### src/rtl/vec_clear.sv
module vec_clear #(
  parameter int unsigned Depth = 256,
  parameter int unsigned AddrW = (Depth > 1) ? $clog2(Depth) : 1
) (
  input  logic             clk_i,
  input  logic             rst_ni,
  output logic             busy_o,
  output logic [AddrW-1:0] addr_o
);

  localparam logic [AddrW-1:0] LastRow = AddrW'(Depth - 1);

  logic             busy_d, busy_q;
  logic [AddrW-1:0] addr_d, addr_q;

  // one row per cycle until the last row is written
  always_comb begin
    busy_d = busy_q;
    addr_d = addr_q;
    if (busy_q) begin
      if (addr_q == LastRow) begin
        busy_d = 1'b0;
      end else begin
        addr_d = addr_q + AddrW'(1);
      end
    end
  end

  always_ff @(posedge clk_i or negedge rst_ni) begin
    if (!rst_ni) begin
      busy_q <= 1'b1;
      addr_q <= '0;
    end else begin
      busy_q <= busy_d;
      addr_q <= addr_d;
    end
  end

  assign busy_o = busy_q;
  assign addr_o = addr_q;

endmodule

### config.mk
export PLATFORM = sky130hd
export DESIGN_NAME = vec_clear
export DESIGN_NICKNAME = d
export VERILOG_FILES = /design/src/rtl/vec_clear.sv
export SDC_FILE = /design/constraint.sdc
export NUM_CORES = 1
export LEC_CHECK = 0
export BUFFER_PORTS_ARGS = -buffer_cell sky130_fd_sc_hd__buf_2
export CAP_MARGIN = 25
export CORE_AREA = 2 2 39 41
export DETAILED_ROUTE_END_ITERATION = 10
export DIE_AREA = 0 0 41 43
export PLACE_DENSITY = 0.5
export SYNTH_ARGS = -nofsm -noshare
export SYNTH_HDL_FRONTEND = slang
export SYNTH_SLANG_ARGS = --single-unit
### constraint.sdc
create_clock -name clk_i -period 3.7 [get_ports clk_i]
set_input_delay 0.74 -clock clk_i [delete_from_list [all_inputs] [get_ports clk_i]]
set_output_delay 0.74 -clock clk_i [all_outputs]
set_load 0.01 [all_outputs]
==> metrics.txt <==
die height 43 um; # H-tree levels 1; maxcap violations 0; Worst setup SP type flip-flop; Post-CTS Setup Bufs 0; Ports 11; worst slew pin tran 206 ps; Pins Over Slew Limit 0; design area 541 um2; clk_lat worst skew 250 ps; Hold Crit Class primary input to async pin; setup total negative slack 0 ps; Rel. slew slack 0.863; Final period util 0.467; cts repair resizes 0; CTS tree built; mapped cell area 444 um2; area delta synth->final 21.7%; clock-pin slew on the worst setup and hold paths 60 ps; CTS Buf Count 3; CP max FO 7; Mapped Cells 38; clock sink total 9; Setup Skew 3.11 ps; Starting Density 0.321; Final nets 56; Syn Nets 41; GR Util All Layers 0.139; initial antenna violation count 0; Peak VDD IR 104 uV; chip width 41 um; DR iter-0 viols 4; crit path buf inv count 1; Critical Path AT 990 ps; crit path capture type primary output; CTS Root Cell clkbuf_4; die area 0.00176 mm2; crit-path leading delay family flip-flops; first-pass GRT wire length 1630 um; sequential element share of the synthesized area 0.510; status finished clean; RSZ-0062 raised after global routing false; Final HPWL DP 729 um; Post-DP Area 514 um2; top cells by area, synth dfrtp_1 (45%), dfstp_2 (5.9%), a21oi_1 (5.6%); GP Congestion 0.717; layout cells sized above 1 0.442; vias in the first global route 396; CORE AREA 0.00138 mm2; count of final setup violators 0; Diodes inserted 0; Pwr Density 321 mW/mm2; top-area cell type share of the netlist area 0.451; Hold Fails Final Rpt 0; post-route antenna net violation count 0; WS Path Type flip-flop to primary output; post-synth cell types 22; Post-Route Utilization 0.391; grt ovf 0; Final min period 1730 ps; Via Count 344; Max Freq 0.579 GHz; DR pass1 iterations 3; IO Port Bufs 10; cells along the critical path buf_2; Row Count 14; Detailed Route WL 913 um; worst path required time 2960 ps; CP max-delay cell dfstp_2; DRC Markers 0; largest net degree at the start of global routing 10; most frequent cells in the layout buf_2 (10), dfrtp_1 (8), a21oi_1 (5), clkbuf_4 (3); CP max stage delay 590 ps; mean post-synth cell area 11.7 um2; Hold Buf Count CTS 0; Yosys reg bits 9; Yosys top cell by area dfrtp_1; Leakage Power 0.290 nW; DR WL/cell 13.4 um; Yosys warning total 0; DR vias/cell 5.06; Clock Tree Buf Depth 2; most common cell after layout, fill and taps aside buf_2
path summary, 6_finish.rpt:
path / cells after the start / slack [ps] / endpoint / start
setup reg to reg: 4 / 2110 / addr_o[7]$_DFFE_PN0P_ / addr_o[0]$_DFFE_PN0P_
hold / removal: 1 / 330 / addr_o[0]$_DFFE_PN0P_ / rst_ni
setup / recovery: 1 / 1970 / busy_o / busy_o$_DFF_PN1_
min in group clk_i: 1 / 540 / addr_o[0]$_DFFE_PN0P_ / addr_o[0]$_DFFE_PN0P_
hold reg to reg: 1 / 540 / addr_o[0]$_DFFE_PN0P_ / addr_o[0]$_DFFE_PN0P_
max in group asynchronous: 1 / 3130 / busy_o$_DFF_PN1_ / rst_ni
flip-flops by register name, summed over array words and instances (netlist names):
register / flops
addr_o: 8
busy_o: 1
cell families after synthesis:
group / Yosys count / share of synthesized area
buffers and inverters: 1 / 0.00844
multiplexers: 4 / 0.107
XOR/XNOR: 1 / 0.0197
flip-flops: 9 / 0.510
AO/OA/AOI/OAI: 7 / 0.0930
AND/OR/NAND/NOR: 15 / 0.234
adder cells (fa/ha/maj): 1 / 0.0282
area by class of cell:
class / count / area (um2)
multi-input cells: 28 / 214
repair buffers: 10 / 50.0
flip-flops and latches: 9 / 226
fillers: 146 / 843
clock buffers: 4 / 26.3
well taps: 16 / 20.0
inverters: 1 / 3.75
cells in the mapped netlist:
cell type	number
a31oi_1	1
nand3_1	2
mux2i_1	1
inv_1	1
nand4_1	2
nor2_1	2
and3_4	1
mux2_2	1
and4_4	2
and2_2	2
a21bo_2	1
a21oi_1	5
xnor2_1	1
mux2_4	1
or2b_2	1
and3_1	1
dfrtp_1	8
nand2_1	1
ha_1	1
mux2_1	1
dfstp_2	1
nand2b_1	1
metrics by stage:
stage / power [mW] / hold WS, ps / instances / worst slack (ps)
floorplan: 0.100 / 444 / 38 / 2170
global placement: 0.103 / 505 / 64 / 2180
detailed placement: 0.103 / 539 / 64 / 2110
CTS: 0.178 / 325 / 68 / 1960
global route: 0.188 / 325 / 68 / 1930
finish: 0.174 / 326 / 68 / 1970
report_power, final:
part	switching [mW]	total [mW]	internal (mW)
clock network	0.0316	0.0730	0.0414
registers	0	0.0985	0.0985
logic	0.00184	0.00223	0.000390
per-layer routing:
layer | up-vias | routed length, um | global-route usage
met1 | 166 | 384 | 0.160
met2 | 10 | 461 | 0.222
met4 | 0 | 0 | 0.0600
met3 | 0 | 67 | 0.0471
li1 | 168 | - | -
met5 | - | 0 | 0
(Power assumes the default switching activity.)
