## config.mk

```make
export PLATFORM = sky130hd
export DESIGN_NAME = vec_exposure
export DESIGN_NICKNAME = d
export VERILOG_FILES = /design/src/rtl/vec_pkg.sv /design/src/rtl/vec_exposure.sv
export SDC_FILE = /design/constraint.sdc
export NUM_CORES = 1
export LEC_CHECK = 0
export BUFFER_PORTS_ARGS = -buffer_cell sky130_fd_sc_hd__buf_4
export CORE_MARGIN = 10
export CORE_UTILIZATION = 37
export DETAILED_ROUTE_END_ITERATION = 6
export PLACE_DENSITY = 0.84
export SETUP_SLACK_MARGIN = 0.05
export SYNTH_ARGS = -nofsm -noshare
export SYNTH_HDL_FRONTEND = slang
export SYNTH_SLANG_ARGS = --single-unit
```

## constraint.sdc

```tcl
create_clock -name vclk -period 1.8
set_input_delay 0.09 -clock vclk [all_inputs]
set_output_delay 0.09 -clock vclk [all_outputs]
set_load 0.01 [all_outputs]
```

## src/rtl/vec_pkg.sv

```systemverilog
package vec_pkg;

  // width of each coordinate field
  localparam int unsigned CoordW = 4;

  // default grid size
  localparam int unsigned GridXDef = 16;
  localparam int unsigned GridYDef = 16;
  localparam int unsigned GridZDef = 16;

  // command codes, the spare code behaves as a read
  typedef enum logic [1:0] {
    CmdWrOcc    = 2'd0,
    CmdClassify = 2'd1,
    CmdRdVis    = 2'd2
  } cmd_e;

  // transaction held between the memory read and the result register
  typedef struct packed {
    logic              classify;
    logic              in_range;
    logic              fwd_hit;
    logic              fwd_val;
    logic [CoordW-1:0] x;
    logic [CoordW-1:0] y;
    logic [CoordW-1:0] z;
  } item_t;

endpackage

```

## src/rtl/vec_exposure.sv

```systemverilog
module vec_exposure #(
  parameter int unsigned GRID_X = vec_pkg::GridXDef,
  parameter int unsigned GRID_Y = vec_pkg::GridYDef,
  parameter int unsigned GRID_Z = vec_pkg::GridZDef
) (
  input  vec_pkg::item_t      item_i,
  input  logic [GRID_Z-1:0]   row_c_i,
  input  logic [GRID_Z-1:0]   row_xm_i,
  input  logic [GRID_Z-1:0]   row_xp_i,
  input  logic [GRID_Z-1:0]   row_ym_i,
  input  logic [GRID_Z-1:0]   row_yp_i,
  output logic                exposed_o
);

  localparam int unsigned ZiW = (GRID_Z > 1) ? $clog2(GRID_Z) : 1;

  logic [ZiW-1:0] zi, zm_idx, zp_idx;
  logic           has_xm, has_xp, has_ym, has_yp, has_zm, has_zp;
  logic           solid, enclosed;

  // which face neighbours lie inside the grid
  always_comb begin
    zi     = ZiW'(item_i.z);
    has_xm = (item_i.x != '0);
    has_xp = (int'(item_i.x) < int'(GRID_X) - 1);
    has_ym = (item_i.y != '0);
    has_yp = (int'(item_i.y) < int'(GRID_Y) - 1);
    has_zm = (zi != '0);
    has_zp = (int'(zi) < int'(GRID_Z) - 1);
    zm_idx = has_zm ? zi - ZiW'(1) : zi;
    zp_idx = has_zp ? zi + ZiW'(1) : zi;
  end

  // exposed only when solid and not boxed in on all six faces
  always_comb begin
    solid    = row_c_i[zi];
    enclosed = has_xm && row_xm_i[zi] &&
               has_xp && row_xp_i[zi] &&
               has_ym && row_ym_i[zi] &&
               has_yp && row_yp_i[zi] &&
               has_zm && row_c_i[zm_idx] &&
               has_zp && row_c_i[zp_idx];
    exposed_o = solid && !enclosed;
  end

endmodule

```

==> reports/qor.csv, run 1 <==
stage,metric,value,unit
logic_synthesis,area share of the largest cell type after synthesis,13.5,%
sta,number of setup violations in the final report,1,
critical_path,arrival time of the worst setup path,1.81,ns
flow_run,Maximum Capacitance Violations,0,
place,area post-placement,0.00200,mm^2
logic_synthesis,Synth warnings,0,
place,pre-CTS setup slack,-0.157,ns
worst_hold_path,worst hold-check path type,input pin to primary output,
die,Chip Width,76.6,um
power,combinational cell fraction of total power,100.0,%
power,relative contribution of the clock network to total power,0,%
cells_and_area,total inserted antenna cells,0,
cells_and_area,share of layout cells above drive strength 1,53.0,%
sta,fin. max-slew vios,0,
sta,setup repair after global routing missed its margin,yes,
critical_path,CP max FO,7,
logic_synthesis,largest area contributor in the synthesized netlist,sky130_fd_sc_hd__mux2i_1,
drt,total number of vias,1655,
drt,DRC viols,0,
cells_and_area,multi-input logic area,0.00105,mm^2
drt,post-detailed-route via-to-cell ratio,5.57,
logic_synthesis,main area contributors after synthesis,"sky130_fd_sc_hd__mux2i_1 14%, sky130_fd_sc_hd__mux4_1 8.9%, sky130_fd_sc_hd__a41oi_1 6.7%",
global_routing,antenna violations before repair,0,
power,sw frac,38.6,%
critical_path,kind of cell adding the most delay to the critical path,simple AND/OR/NAND/NOR gates,
power,reported leakage power,0.980,nW
logic_synthesis,number of library cell types mapped by synthesis,46,
drt,Wirelength per Cell,16.6,um
critical_path,largest stage delay on the critical path,0.37,ns
sta,aggregate negative setup slack,-0.0982,ns
drt,count of TritonRoute iterations in the first routing pass,4,
cells_and_area,final cell count without fillers,297,
cells_and_area,number of nets in the finished design,353,
status,result of the run,finished with violations,
global_routing,pin count of the biggest net entering global routing,22,
global_routing,final global-route overflow total,0,
cells_and_area,post-layout util,68.0,%
place,post-detail-place hpwl,4180,um
critical_path,nature of the critical path endpoint,primary output,
worst_hold_path,source of the worst hold timing path,item_i[9],
cells_and_area,clock tree buffer count of the final layout,0,
sta,relative slew slack,77.3,%
cells_and_area,number of flip-flops and latches,0,
critical_path,cells along the critical path,"buf_8, inv_8, ha_4, buf_4, mux2i_1, mux2i_1, nand4b_1, o21ai_1, or3_4, a31oi_2, buf_4",
critical_path,Buffers & Inverters on Critical Path,4,
die,Die ar.,0.00587,mm^2
place,DP Cell Count,293,
logic_synthesis,share of synthesized area occupied by flip-flops and latches,0,%
critical_path,Worst Setup Start Kind,input pin,
clock_tree,hold buffers post-CTS,0,
cells_and_area,area overhead of the layout relative to synthesis,75.1,%
sta,Tightest Pin Transition,0.338,ns
worst_hold_path,hold depth,7,
logic_synthesis,ranking of synthesized cells by instance count,"16 x sky130_fd_sc_hd__mux2i_1, 11 x sky130_fd_sc_hd__nand2_1, 9 x sky130_fd_sc_hd__a41oi_1",
die,vertical die dimension,76.6,um
power,overall power after layout,0.506,mW
sta,fin crit period,1.90,ns
power,maximum vdd drop,119,uV
global_routing,GRT Resource Usage Total,15.7,%
power,power spent charging and discharging nets,0.195,mW
sta,worst hold slack across all endpoints,0.866,ns
drt,violation count after the first detailed-routing iteration,66,
critical_path,slowest CP cell,sky130_fd_sc_hd__or3_4,
cells_and_area,design area,0.00207,mm^2
sta,maximum frequency from static timing analysis,527,MHz
cells_and_area,final-layout fill cell count,261,
drt,routed wire length,4920,um
logic_synthesis,net count of the mapped netlist,245,
cells_and_area,storage element area,0,um^2
power,sequential share of power,0,%
sta,Final Worst Setup Slack,-0.0982,ns
status,failing checks,negative setup slack,
global_routing,wire length of the first global-routing pass,8040,um
sta,part of the cycle the worst path needs,105,%
logic_synthesis,gate count of the mapped netlist,147,
die,Core Box Area,0.00305,mm^2
sta,hold violation count in the final report,0,
global_routing,vias in the first global route,1684,
power,power density relative to cell area,244,mW/mm^2
worst_hold_path,capture endpoint of the worst hold path,exposed_o,
critical_path,Crit Path Class,input pin to primary output,
die,number of top-level pins,97,
power,internal power,0.311,mW
die,effective utilization at floorplan,38.8,%
place,final RePlAce weighted congestion,0.972,
logic_synthesis,most common cell in the netlist,sky130_fd_sc_hd__mux2i_1,
logic_synthesis,mean instance size in the synthesized netlist,8.06,um^2
critical_path,Worst Path Required,1.71,ns
place,count of buffers inserted at the top-level ports,93,
die,row cnt,20,
logic_synthesis,synthesized area,0.00118,mm^2
drt,count of antenna-violating nets left after detailed routing,0,
## worst min-delay path, cell delays in order
cell and delay (ns):
sky130_fd_sc_hd__buf_4 0.08, sky130_fd_sc_hd__nand4_1 0.06, sky130_fd_sc_hd__and3_1 0.17, sky130_fd_sc_hd__o311ai_1 0.09
sky130_fd_sc_hd__a311oi_1 0.06, sky130_fd_sc_hd__a31oi_2 0.11, sky130_fd_sc_hd__buf_4 0.12
## cells in the final DEF, fill, tap and decap left out, types with 2 or more instances in the layout
cell                       synthesis  routed
sky130_fd_sc_hd__nand2b_1          3       3
sky130_fd_sc_hd__inv_1             6       5
sky130_fd_sc_hd__nor3_1            3       3
sky130_fd_sc_hd__a22oi_1           4       4
sky130_fd_sc_hd__o22ai_1           4       4
sky130_fd_sc_hd__o221ai_1          2       2
sky130_fd_sc_hd__nor4_1            4       4
sky130_fd_sc_hd__nor2b_1           3       3
sky130_fd_sc_hd__o21ai_0           5       4
sky130_fd_sc_hd__buf_12            2       2
sky130_fd_sc_hd__o211ai_1          2       2
sky130_fd_sc_hd__mux4_2            3       3
sky130_fd_sc_hd__nand2_1          11      11
sky130_fd_sc_hd__nand4_1           8       8
sky130_fd_sc_hd__buf_6             2       3
sky130_fd_sc_hd__nand3_1           5       4
sky130_fd_sc_hd__mux4_1            4       4
sky130_fd_sc_hd__nor2_1            8       8
sky130_fd_sc_hd__a21oi_1           6       6
sky130_fd_sc_hd__buf_4             2     112
sky130_fd_sc_hd__a311oi_1          2       2
sky130_fd_sc_hd__mux2i_1          16      16
sky130_fd_sc_hd__o32ai_1           2       2
sky130_fd_sc_hd__a41oi_1           9       9
sky130_fd_sc_hd__o21bai_1          2       2
sky130_fd_sc_hd__mux2_2            2       2
## power by group through the flow
stage / sequential, mW / combinational (mW) / clock [mW]
global placement: 0 / 0.465 / 0
floorplan: 0 / 0.249 / 0
finish: 0 / 0.506 / 0
global route: 0 / 0.550 / 0
CTS: 0 / 0.495 / 0
detailed placement: 0 / 0.473 / 0
## worst max path at each step
stage | startpoint | endpoint | slack [ns] | cells after the start
5_1_grt | item_i[0] | exposed_o | -0.20 | 11
3_5_place_dp | item_i[1] | exposed_o | -0.16 | 10
3_3_place_gp | item_i[1] | exposed_o | -0.15 | 10
4_1_cts | item_i[0] | exposed_o | -0.1 | 10
6_report | item_i[0] | exposed_o | -0.1 | 11
2_1_floorplan | item_i[0] | exposed_o | 0.04 | 10
## cell type report
class	count	area share (%)
multi-input combinational	128	50.8
tap	44	2.65
inverter	7	1.75
timing repair buffer	118	44.8
## per-layer routing
| layer | share of wire [%] | up-vias | wire length [um] | global-route usage, % |
|---|---|---|---|---|
| met5 | 0 | - | 0 | 0 |
| met4 | 1.3 | 0 | 62 | 1.86 |
| met3 | 4.2 | 6 | 207 | 1.18 |
| met2 | 53 | 66 | 2620 | 29.3 |
| met1 | 41 | 772 | 2030 | 19.4 |
| li1 | - | 811 | - | - |
## kinds of logic after synthesis
family,share of synthesized area [%]
fa+ha+maj,2.11
compound gates,27.6
mux,30.0
buf+inv,13.5
simple gates,25.3
xor+xnor,1.48
## repair_timing
action / CTS / global route
buffers inserted: 3 / 1
pin swaps: 3 / 4
resized for setup: 7 / 3
hold endpoints to repair: 0 / 0
endpoints found under the setup margin: 1 / 1
No activity file was read; power rests on OpenSTA's default activity.
==> run 2: changes to the inputs <==
--- a/config.mk
+++ b/config.mk
@@ -6,6 +6,7 @@
 export NUM_CORES = 1
 export LEC_CHECK = 0
 export BUFFER_PORTS_ARGS = -buffer_cell sky130_fd_sc_hd__buf_4
+export CORE_ASPECT_RATIO = 1.5
 export CORE_MARGIN = 10
 export CORE_UTILIZATION = 37
 export DETAILED_ROUTE_END_ITERATION = 6
==> run 2 against run 1 <==
  * The flow still finishes with violations (negative setup slack)
  * Final cell count is 2.0% lower
  * Sequential share of layout area stayed put
  * Die area is 0.80% higher
  * Count of clock-buffer cells in the layout stayed put
  * Largest power group unchanged
  * Final area is 2.3% higher
  * Fmax is 1.1% lower
  * First-iteration DRC count is 11% higher
  * Global-route usage is 0.71 points lower
  * Non-clock buffer count is 2 lower
  * Flip-flop and latch count stayed put
  * Worst setup slack worse by 0.022 ns
==> reports/qor.csv, run 2 (synthesized netlist as in run 1, its figures left out) <==
stage,metric,value,unit
drt,violation count after the first detailed-routing iteration,73,
status,failing checks,negative setup slack,
clock_tree,hold buffers post-CTS,0,
critical_path,CP max FO,5,
drt,routed wire length,5100,um
sta,fin. max-slew vios,0,
drt,count of antenna-violating nets left after detailed routing,0,
cells_and_area,number of nets in the finished design,351,
place,count of buffers inserted at the top-level ports,93,
die,row cnt,25,
global_routing,pin count of the biggest net entering global routing,19,
sta,setup repair after global routing missed its margin,yes,
cells_and_area,final-layout fill cell count,264,
sta,number of setup violations in the final report,1,
cells_and_area,storage element area,0,um^2
drt,DRC viols,0,
drt,Wirelength per Cell,17.5,um
die,Chip Width,66.2,um
cells_and_area,clock tree buffer count of the final layout,0,
critical_path,end of the critical path,exposed_o,
critical_path,Worst Path Required,1.71,ns
power,maximum vdd drop,130,uV
power,reported leakage power,0.989,nW
global_routing,final global-route overflow total,0,
place,pre-CTS setup slack,-0.166,ns
sta,Final Worst Setup Slack,-0.120,ns
critical_path,Worst Setup Start Kind,input pin,
cells_and_area,most frequent cells in the layout,"108 x sky130_fd_sc_hd__buf_4, 15 x sky130_fd_sc_hd__mux2i_1, 10 x sky130_fd_sc_hd__nand2_1",
flow_run,Maximum Capacitance Violations,0,
global_routing,vias in the first global route,1663,
cells_and_area,area overhead of the layout relative to synthesis,79.1,%
die,effective utilization at floorplan,37.9,%
power,power density relative to cell area,252,mW/mm^2
global_routing,antenna violations before repair,0,
cells_and_area,most common library cell in the layout ignoring fill and taps,sky130_fd_sc_hd__buf_4,
sta,part of the cycle the worst path needs,107,%
sta,maximum frequency from static timing analysis,521,MHz
die,Die ar.,0.00591,mm^2
critical_path,arrival time of the worst setup path,1.83,ns
global_routing,GRT Resource Usage Total,15.0,%
place,post-detail-place hpwl,4250,um
global_routing,wire length of the first global-routing pass,7420,um
critical_path,nature of the critical path endpoint,primary output,
status,result of the run,finished with violations,
die,vertical die dimension,89.3,um
cells_and_area,number of flip-flops and latches,0,
place,final RePlAce weighted congestion,0.973,
die,number of top-level pins,97,
worst_hold_path,worst hold-check path type,input pin to primary output,
die,Core Box Area,0.00313,mm^2
critical_path,timing startpoint of the critical path,item_i[1],
sta,fin crit period,1.92,ns
drt,count of TritonRoute iterations in the first routing pass,4,
drt,total number of vias,1628,
cells_and_area,total inserted antenna cells,0,
drt,post-detailed-route via-to-cell ratio,5.59,
sta,Tightest Pin Transition,0.474,ns
cells_and_area,share of layout cells above drive strength 1,55.0,%
critical_path,Crit Path Class,input pin to primary output,
sta,hold violation count in the final report,0,
sta,relative slew slack,68.1,%
power,overall power after layout,0.535,mW
-- run 2: metal layers --
metal / vias up / track usage [%] / routed length (um)
li1: 811 / - / -
met1: 750 / 15.1 / 1770
met2: 55 / 30.3 / 2890
met3: 12 / 2.63 / 304
met4: 0 / 3.25 / 133
met5: - / 0 / 0
-- run 2: final cells by class --
type                            instances  area, um^2  share of cell area [%]
Inverter                                7        36.3                    1.71
Multi-Input combinational cell        128        1120                    52.9
Tap cell                               40        50.0                    2.36
Timing Repair Buffer                  116         913                    43.0
-- run 2: worst min-delay path by stage --
stage                start        end  cells past startpoint
2_1_floorplan  row_c_i[12]  exposed_o                      6
3_3_place_gp     item_i[3]  exposed_o                      5
3_5_place_dp     item_i[3]  exposed_o                      5
4_1_cts          item_i[3]  exposed_o                      5
5_1_grt          item_i[3]  exposed_o                      5
6_report         item_i[3]  exposed_o                      5
-- run 2: repair_timing --
action                     in CTS  in global routing
setup endpoints to repair       1                  1
gates resized for setup        11                 16
setup buffers                   3                  0
pin swaps                       4                  9
-- run 2: critical path, cell delays in order --
cell                       delay, ns
sky130_fd_sc_hd__buf_8          0.10
sky130_fd_sc_hd__inv_4          0.06
sky130_fd_sc_hd__ha_4           0.15
sky130_fd_sc_hd__buf_4          0.13
sky130_fd_sc_hd__mux2i_1        0.32
sky130_fd_sc_hd__o21ai_1        0.12
sky130_fd_sc_hd__a22o_2         0.29
sky130_fd_sc_hd__a311oi_4       0.30
sky130_fd_sc_hd__a31oi_4        0.12
sky130_fd_sc_hd__buf_6          0.14
-- run 2: report_power, final --
| group | internal, mW | leakage (nW) | switching (mW) | total, mW |
|---|---|---|---|---|
| registers | 0 | 0 | 0 | 0 |
| clock network | 0 | 0 | 0 | 0 |
| logic | 0.321 | 0.989 | 0.213 | 0.535 |
-- run 2: per-stage QoR --
stage	TNS, ns	util (%)	cell area [um^2]	hold WS (ns)	std cells
detailed placement	-0.166	63.2	1980	0.781	288
global route	-0.216	67.8	2120	0.846	291
CTS	-0.114	65.4	2050	0.797	291
floorplan	0	-	1230	0.615	147
finish	-0.120	67.8	2120	0.812	291
global placement	-0.164	63.2	1980	0.798	288
